## src/rtl/slom_ram.sv

```systemverilog
module slom_ram #(
  parameter int unsigned WIDTH = 8,
  parameter int unsigned DEPTH = 16,
  localparam int unsigned AW = (DEPTH > 1) ? $clog2(DEPTH) : 1
) (
  input  logic             clk,
  input  logic             we,
  input  logic [AW-1:0]    waddr,
  input  logic [WIDTH-1:0] wdata,
  input  logic [AW-1:0]    raddr,
  output logic [WIDTH-1:0] rdata
);

  logic [WIDTH-1:0] mem [DEPTH];
  logic [WIDTH-1:0] rdata_r;

  always_ff @(posedge clk) begin
    if (we) mem[waddr] <= wdata;
    rdata_r <= mem[raddr];
  end

  assign rdata = rdata_r;

endmodule

```

## config.mk

```make
export PLATFORM = sky130hd
export DESIGN_NAME = slom_ram
export DESIGN_NICKNAME = d
export VERILOG_FILES = /design/src/rtl/slom_ram.sv
export SDC_FILE = /design/constraint.sdc
export NUM_CORES = 1
export LEC_CHECK = 0
export ABC_AREA = 0
export BUFFER_PORTS_ARGS = -buffer_cell sky130_fd_sc_hd__buf_2
export CAP_MARGIN = 10
export CORE_ASPECT_RATIO = 1.25
export CORE_MARGIN = 5
export CORE_UTILIZATION = 30
export DETAILED_ROUTE_END_ITERATION = 8
export PLACE_DENSITY = 0.46
export SLEW_MARGIN = 20
export SYNTH_ARGS = -nofsm -noshare
export SYNTH_HDL_FRONTEND = slang
export SYNTH_SLANG_ARGS = --single-unit
```

## constraint.sdc

```tcl
create_clock -name clk -period 1.7 [get_ports clk]
set_input_delay 0 -clock clk [delete_from_list [all_inputs] [get_ports clk]]
set_output_delay 0 -clock clk [all_outputs]
set_load 0.1 [all_outputs]
```

; ---- After elaboration in Yosys (flattened, before gate mapping)
; Memories as Yosys holds them, arrays and structs flattened. A register that Yosys moved wholly into a read port is not among the register bits.
; Cells that the tools add are included.
[word_totals]
ff_bits = 0
latch_bits = 0
ramBits = 128
romBits = 0
output_inout_bits = 8
mem_count = 1
[memory_table]
columns = memory, depth, word_bits, rd, rd_ports_with_merged_regs, write_ports, line
row1 = mem, 16, 8, 1, 1, 1, 14  ; logic [WIDTH-1:0] mem [DEPTH];
[classes]
add_sub_neg = 0
mul = 0
div_mod_pow = 0
n_lt_le_gt_ge = 0
n_eq_ne = 0
shifts = 0
muxes = 2
bitwise_logic = 0
reduce_logical = 0
[op_table]
columns = operator, count
row1 = 2-to-1 mux 1 bit, 2

; ---- Longest topological paths before layout
; Gate-level depths: netlist of run 1.
[depth]
depth_word = 2
mapped_depth = 5

; ---- Least setup slack after synthesis of run 1
; OpenSTA, ideal clock, no wires.
[synth_path]
kind = input port to flip-flop
from = in waddr[2]
to = mem mem[0][0], enable pin
setup_ns = 0.383
arrival_time_ns = 1.110
t_required_ns = 1.317
setup_slack_ns = 0.207
stages = 2
n_path_buf = 0
cell_sequence = or3b_2 > nor3_1
[synth_lines]
columns = element, line
row1 = "start, declared", 8  ; input logic [AW-1:0] waddr,
row2 = "end, declared", 14
; No word-level cell before the write port.

==> run summary, run 1 <==
Drt via density = 4.62
Peak VDD IR = 0.000652 V
Largest family of logic cells by synthesized area = multiplexers
Critical path, cell by cell = mux4_2 > a22oi_1 > nand2_1
Power Density = 1300 nW/µm²
CP Class = reg2reg
Max capacitance violation total = 0
Die height = 156 µm
Worst Tran Pin Value = 0.754 ns
Worst Reg2Reg Path Length in Cells = 3
Antenna cells = 0
CP required = 1.98 ns
Worst hold-check path type = in2reg
Number of antenna violations at the first check in global routing = 0
Largest net degree at the start of global routing = 33
Syn Area/Cell = 22.5 µm²
Setup TNS = 0 ns
Number of CTS-inserted buffers = 17
Setup crit end kind = register
Min Tclk post-route = 1.41 ns
# DRC = 0
CTS H-Tree Depth = 4
Total number of yosys warnings = 0
Util after Layout = 0.380
HP Start = waddr[0]
R2R Path End = rdata[6]
Hold depth = 3
Setup Viol. Count Final = 0
Seq/Total Area, Yosys = 0.778
Clock slew at reported path FFs = 0.06 ns
Final GP Congestion = 0.703
Dpl hpwl = 6920 µm
Buffers and inverters on the worst path = 0
CTS tree = yes
CTS root buf = clkbuf_16
Clock buffer depth = 2
Top delay family on crit path = multiplexers
Worst hold path endpoint = mem[0][7]
Top-area cell type share of the netlist area = 0.747
Clk_lat worst skew = 0.41 ns
CP Max Fanout = 1
Clk sinks = 136
XOR/XNOR Fraction of Synth Area = 0
FMAX = 0.708 GHz
Synth Area in Simple Gates = 0.0318
Die area = 19900 µm²
Total GRT Usage = 0.117
Post-layout nets = 313
Post-Synthesis Cells = 229
Antenna viol nets, final = 0
Post-synthesis compound-gate area fraction = 0.0233
Initial Util = 0.306
Final Hold Viols = 0
Pins Over Slew Limit = 0
Port bufs = 25
Wirelength, routed = 10700 µm
Final clock period utilization by the worst path = 0.831
Total gr overflow = 0
Adder-cell share of the synthesized area = 0
Core ar. = 16800 µm²
Vias = 2435
Cell Rows = 53
Routed WL per cell = 20.3 µm
Mux cell area share after synthesis = 0.150
#FFs+latches synth = 136
RSZ-0062 raised after global routing = no
Crit start category = register
Global-route wire length before repair = 16500 µm
Vias in the first global route = 2639
Iter 0 DRT Violations = 183
Distinct cells, synth = 19
Pleak = 0.00218 µW
Area delta synth->final = 24.4%
Dominant cell type by area after synthesis = edfxtp_1
Die X = 127 µm
Syn Nets = 247
CP arrival = 1.69 ns
Share of cells above drive strength 1 = 0.313
Internal reg-to-reg setup slack = 0.29 ns
Ports = 26
Max incr delay on CP = 0.47 ns
Status = finished clean
Relative slew slack = 0.496
Synthesized cell area = 5150 µm²
DRT Pass-1 Iters = 4
Post-CTS sizing = 0
Critical R2R Launch = mem[3][6]
Fin Clk Skew = 0.00579 ns
CP max-delay cell = mux4_2
Ranking of synthesized cells by area = edfxtp_1, mux4_2, mux4_1
==> power breakdown <==
group          switching, µW  total, µW  internal [µW]
clock                   1330       4050           2730
sequential              21.5       3770           3750
combinational            362        528            166
==> worst min-delay path: stages <==
cell    delay [ns]
buf_2         0.15
nor3_1        0.06
buf_4         0.18
==> cells in the mapped netlist <==
cell and n:
and2b_1 1, mux4_1 14, buf_2 3, nor2b_1 1, buf_4 1, mux4_2 18
nand2b_1 2, nand3_1 1, and2_1 1, clkdlybuf4s25_2 3, a22oi_1 16, buf_6 3
nor3_1 4, nand3b_1 2, or3b_2 1, dfxtp_1 8, edfxtp_1 128, nand2_1 9
nor2_1 13
==> routing by layer <==
layer,wire (µm),share of wire,vias to the layer above,track usage
met1,4700,0.44,1255,0.152
li1,-,-,1102,-
met2,5220,0.49,64,0.184
met5,0,0,-,0
met4,161,0.015,0,0.0429
met3,616,0.058,14,0.0406
==> layout by cell type (no fill, tap or decap) <==
master and count:
mux4_1 14, nor3_1 4, nand3_1 1, nor2_1 13, clkinv_1 3, clkinvlp_4 2, clkinv_2 1, buf_12 2
buf_2 25, nand2b_1 2, edfxtp_1 128, nor2b_1 1, clkinv_4 1, inv_6 1, or3b_2 1, nand3b_1 2
and2b_1 1, a22oi_1 16, and2_1 1, dfxtp_1 8, bufinv_16 6, dlygate4sd3_1 8, mux4_2 18, clkbuf_16 17
buf_4 22, nand2_1 9
==> metrics by stage <==
stage	power, µW	std cells	area (µm²)	hold WS [ns]	setup WS, ns
4_1_cts	8450	527	6400	0.144	0.292
3_5_place_dp	4370	488	5670	0.400	0.158
3_3_place_gp	4360	488	5670	0.387	0.204
5_1_grt	8640	527	6400	0.156	0.230
6_report	8350	527	6400	0.161	0.288
2_1_floorplan	4190	229	5150	0.0989	0.207
==> how the worst max path moves through the flow <==
| stage | from | end | slack [ns] | depth (start not counted) |
|---|---|---|---|---|
| 2_1_floorplan | waddr[2] | mem[0][0] | 0.21 | 2 |
| 3_3_place_gp | raddr[0] | rdata[1] | 0.20 | 5 |
| 6_report | mem[3][6] | rdata[6] | 0.29 | 3 |
| 3_5_place_dp | raddr[0] | rdata[3] | 0.16 | 5 |
| 4_1_cts | mem[2][5] | rdata[5] | 0.29 | 3 |
| 5_1_grt | mem[2][5] | rdata[5] | 0.23 | 3 |
==> timing repair <==
item	in CTS	in global routing
hold endpoints to repair	128	0
hold buffers	8	0
setup buffers	0	0
==> logic make-up after synthesis <==
group	count (synthesis)
AO/OA/AOI/OAI	16
buffers and inverters	10
flip-flops	136
multiplexers	32
AND/OR/NAND/NOR	35
==> state kept, by name, indices dropped and copies added, names as in the netlist <==
| name | count |
|---|---|
| rdata | 8 |
| mem | 128 |
==> final cells by class <==
type                       instances  area, µm²
clock buffer                      17        425
sequential                       136       4000
clock inverter                    14        229
multi-input combinational         83       1060
fill                            1572      10400
timing repair buffer              57        410
tap                              220        275
Note: power is estimated with default switching activity, not from simulation.
==> run 2, diff against run 1 <==
--- a/config.mk
+++ b/config.mk
@@ -5,7 +5,7 @@
 export SDC_FILE = /design/constraint.sdc
 export NUM_CORES = 1
 export LEC_CHECK = 0
-export ABC_AREA = 0
+export ABC_AREA = 1
 export BUFFER_PORTS_ARGS = -buffer_cell sky130_fd_sc_hd__buf_2
 export CAP_MARGIN = 10
 export CORE_ASPECT_RATIO = 1.25
==> constraint.sdc (replaced) <==
create_clock -name clk -period 1.4 [get_ports clk]
set_input_delay 0 -clock clk [delete_from_list [all_inputs] [get_ports clk]]
set_output_delay 0 -clock clk [all_outputs]
set_load 0.1 [all_outputs]
==> run summary, run 2 <==
CP max-delay cell = buf_2
Post-Synthesis Cells = 551 (+140%)
Tot Pwr = 9690 µW (+16%)
Internal reg-to-reg setup slack = 0.35 ns (+0.06 ns)
RSZ-0062 raised after global routing = no
Final Hold Viols = 0 (unchanged)
R2R Path End = rdata[2]
Routed WL per cell = 16.7 µm (-18%)
Commonest non-fill, non-tap cell in the layout = nand2_1
Pins Over Slew Limit = 0 (unchanged)
Post-layout nets = 614 (+96%)
Count leader, synth = nand2_1
Clk_lat worst skew = 0.41 ns (about the same)
Clk sinks = 136 (unchanged)
Fin Clk Skew = 0.00731 ns (+0.00153 ns)
Vias in the first global route = 3892 (+47%)
Most frequent cells after synthesis = nand2_1, edfxtp_1, inv_1, nand3_1, nor2_1
Share of cells above drive strength 1 = 0.133 (-0.180)
Top-area cell type share of the netlist area = 0.667 (-0.0802)
Dominant cell type by area after synthesis = edfxtp_1
Die X = 134 µm (+5.4%)
Util after Layout = 0.362 (-0.0182)
Total number of yosys warnings = 0 (unchanged)
Setup crit end kind = output pin
Total gr overflow = 0 (unchanged)
CP Class = reg2out
Clock buffer depth = 2 (unchanged)
Worst Reg2Reg Path Length in Cells = 6 (+3)
Top delay family on crit path = buffers and inverters
Die height = 165 µm (+5.5%)
Number of antenna violations at the first check in global routing = 0 (unchanged)
Power Density = 1420 nW/µm² (+8.9%)
Min Tclk post-route = 1.23 ns
Dpl hpwl = 9090 µm (+31%)
#FFs+latches synth = 136 (unchanged)
Core ar. = 18800 µm² (+12%)
CP required = 1.40 ns (-0.58 ns)
Top reg by flops = mem
Clock slew at reported path FFs = 0.06 ns (about the same)
Largest net degree at the start of global routing = 65 (+97%)
Vias = 3747 (+54%)
Asr flop ratio synth = 0 (unchanged)
Placed cell count = 808 (+66%)
Syn Area/Cell = 10.5 µm² (-53%)
Setup TNS = 0 ns (unchanged)
Die area = 22100 µm² (+11%)
Ranking of synthesized cells by area = edfxtp_1, nand2_1, nand3_1
Global-route wire length before repair = 22000 µm (+34%)
CTS tree = yes
Initial Util = 0.306 (+0.000360)
Status = finished clean
Final std cells w/o fill = 841 (+60%)
Max reg flops = 128 (unchanged)
Pleak = 0.00293 µW (+35%)
CP arrival = 1.23 ns (-0.46 ns)
Peak VDD IR = 0.000608 V (-6.8%)
Total GRT Usage = 0.134 (+0.0171)
Syn Nets = 569 (+130%)
Commonest cells after routing, fill and taps aside = nand2_1, edfxtp_1, inv_1
Number of synthesized flops with an enable pin = 128 (unchanged)
Post-CTS sizing = 0 (unchanged)
Antenna cells = 0 (unchanged)
Final clock period utilization by the worst path = 0.879
Final GP Congestion = 0.829 (+18%)
Ports = 26 (unchanged)
Antenna viol nets, final = 0 (unchanged)
Port bufs = 25 (unchanged)
Drt via density = 4.46 (-3.6%)
Relative slew slack = 0.569 (+0.0729)
Seq/Total Area, Yosys = 0.694 (-0.0835)
Number of CTS-inserted buffers = 17 (unchanged)
Max capacitance violation total = 0 (unchanged)
CP Max Fanout = 1 (unchanged)
Crit start category = register
# DRC = 0 (unchanged)
FMAX = 0.813 GHz
Worst hold-check path type = in2reg
Buffers and inverters on the worst path = 1 (+1)
Distinct cells, synth = 12 (-7)
Cell Rows = 56 (+5.7%)
Critical path, cell by cell = buf_2
Predominant post-synthesis flop cell = edfxtp_1
Critical R2R Launch = mem[1][2]
Area delta synth->final = 18.3%
Worst Tran Pin Value = 0.646 ns (-0.108 ns)
CTS root buf = clkbuf_16
CTS H-Tree Depth = 4 (unchanged)
Hold_ws = 0.0104 ns (-0.151 ns)
DRT Pass-1 Iters = 5 (+1)
Iter 0 DRT Violations = 202 (+10%)
Worst hold path endpoint = mem[6][5]
Wirelength, routed = 14000 µm (+31%)
HP Start = wdata[5]
Synthesized cell area = 5770 µm² (+12%)
Max incr delay on CP = 0.45 ns (-0.02 ns)
Setup Viol. Count Final = 0 (unchanged)
Postcts setup bufs = 0 (unchanged)
Hold depth = 1 (-2)
run 2: power by group:
group / switching [µW] / leakage, µW / internal (µW)
registers: 29.1 / 0.00122 / 4550
logic: 590 / 0.00143 / 177
clock network: 1710 / 0.000271 / 2630
run 2: final cells by class:
class	instances	area, µm²
clock buffers	18	429
inverters	102	383
multi-input cells	289	1210
well taps	232	290
clock inverters	14	148
flip-flops and latches	136	4000
fillers	1865	12000
repair buffers	50	353
run 2: worst max-delay path by stage:
stage | endpoint | start | depth (start not counted)
global placement | rdata[2] | raddr[2] | 5
finish | rdata[3] | rdata[3] | 1
floorplan | mem[10][0] | waddr[2] | 2
global route | rdata[3] | rdata[3] | 1
CTS | rdata[3] | rdata[3] | 1
detailed placement | rdata[2] | raddr[2] | 5
run 2: logic make-up after synthesis:
logic type             share of synthesized area
buffers and inverters                     0.0952
DFF                                        0.694
and+or+nand+nor                            0.210
run 2: layer usage:
metal / wire length, µm / global-route usage / vias up
met4: 376 / 0.0574 / 0
met3: 488 / 0.0219 / 18
met5: 0 / 0 / -
li1: - / - / 1859
met2: 7290 / 0.241 / 86
met1: 5880 / 0.160 / 1784
run 2: per-stage QoR:
step / worst slack [ns] / area (µm²)
global route: 0.145 / 6820
global placement: 0.153 / 6230
CTS: 0.128 / 6820
floorplan: 0.449 / 5770
finish: 0.170 / 6820
detailed placement: 0.174 / 6230
run 2: repair_timing:
item	in CTS	in global routing
hold endpoints to repair	8	0
hold buffers	1	0
setup endpoints to repair	0	0
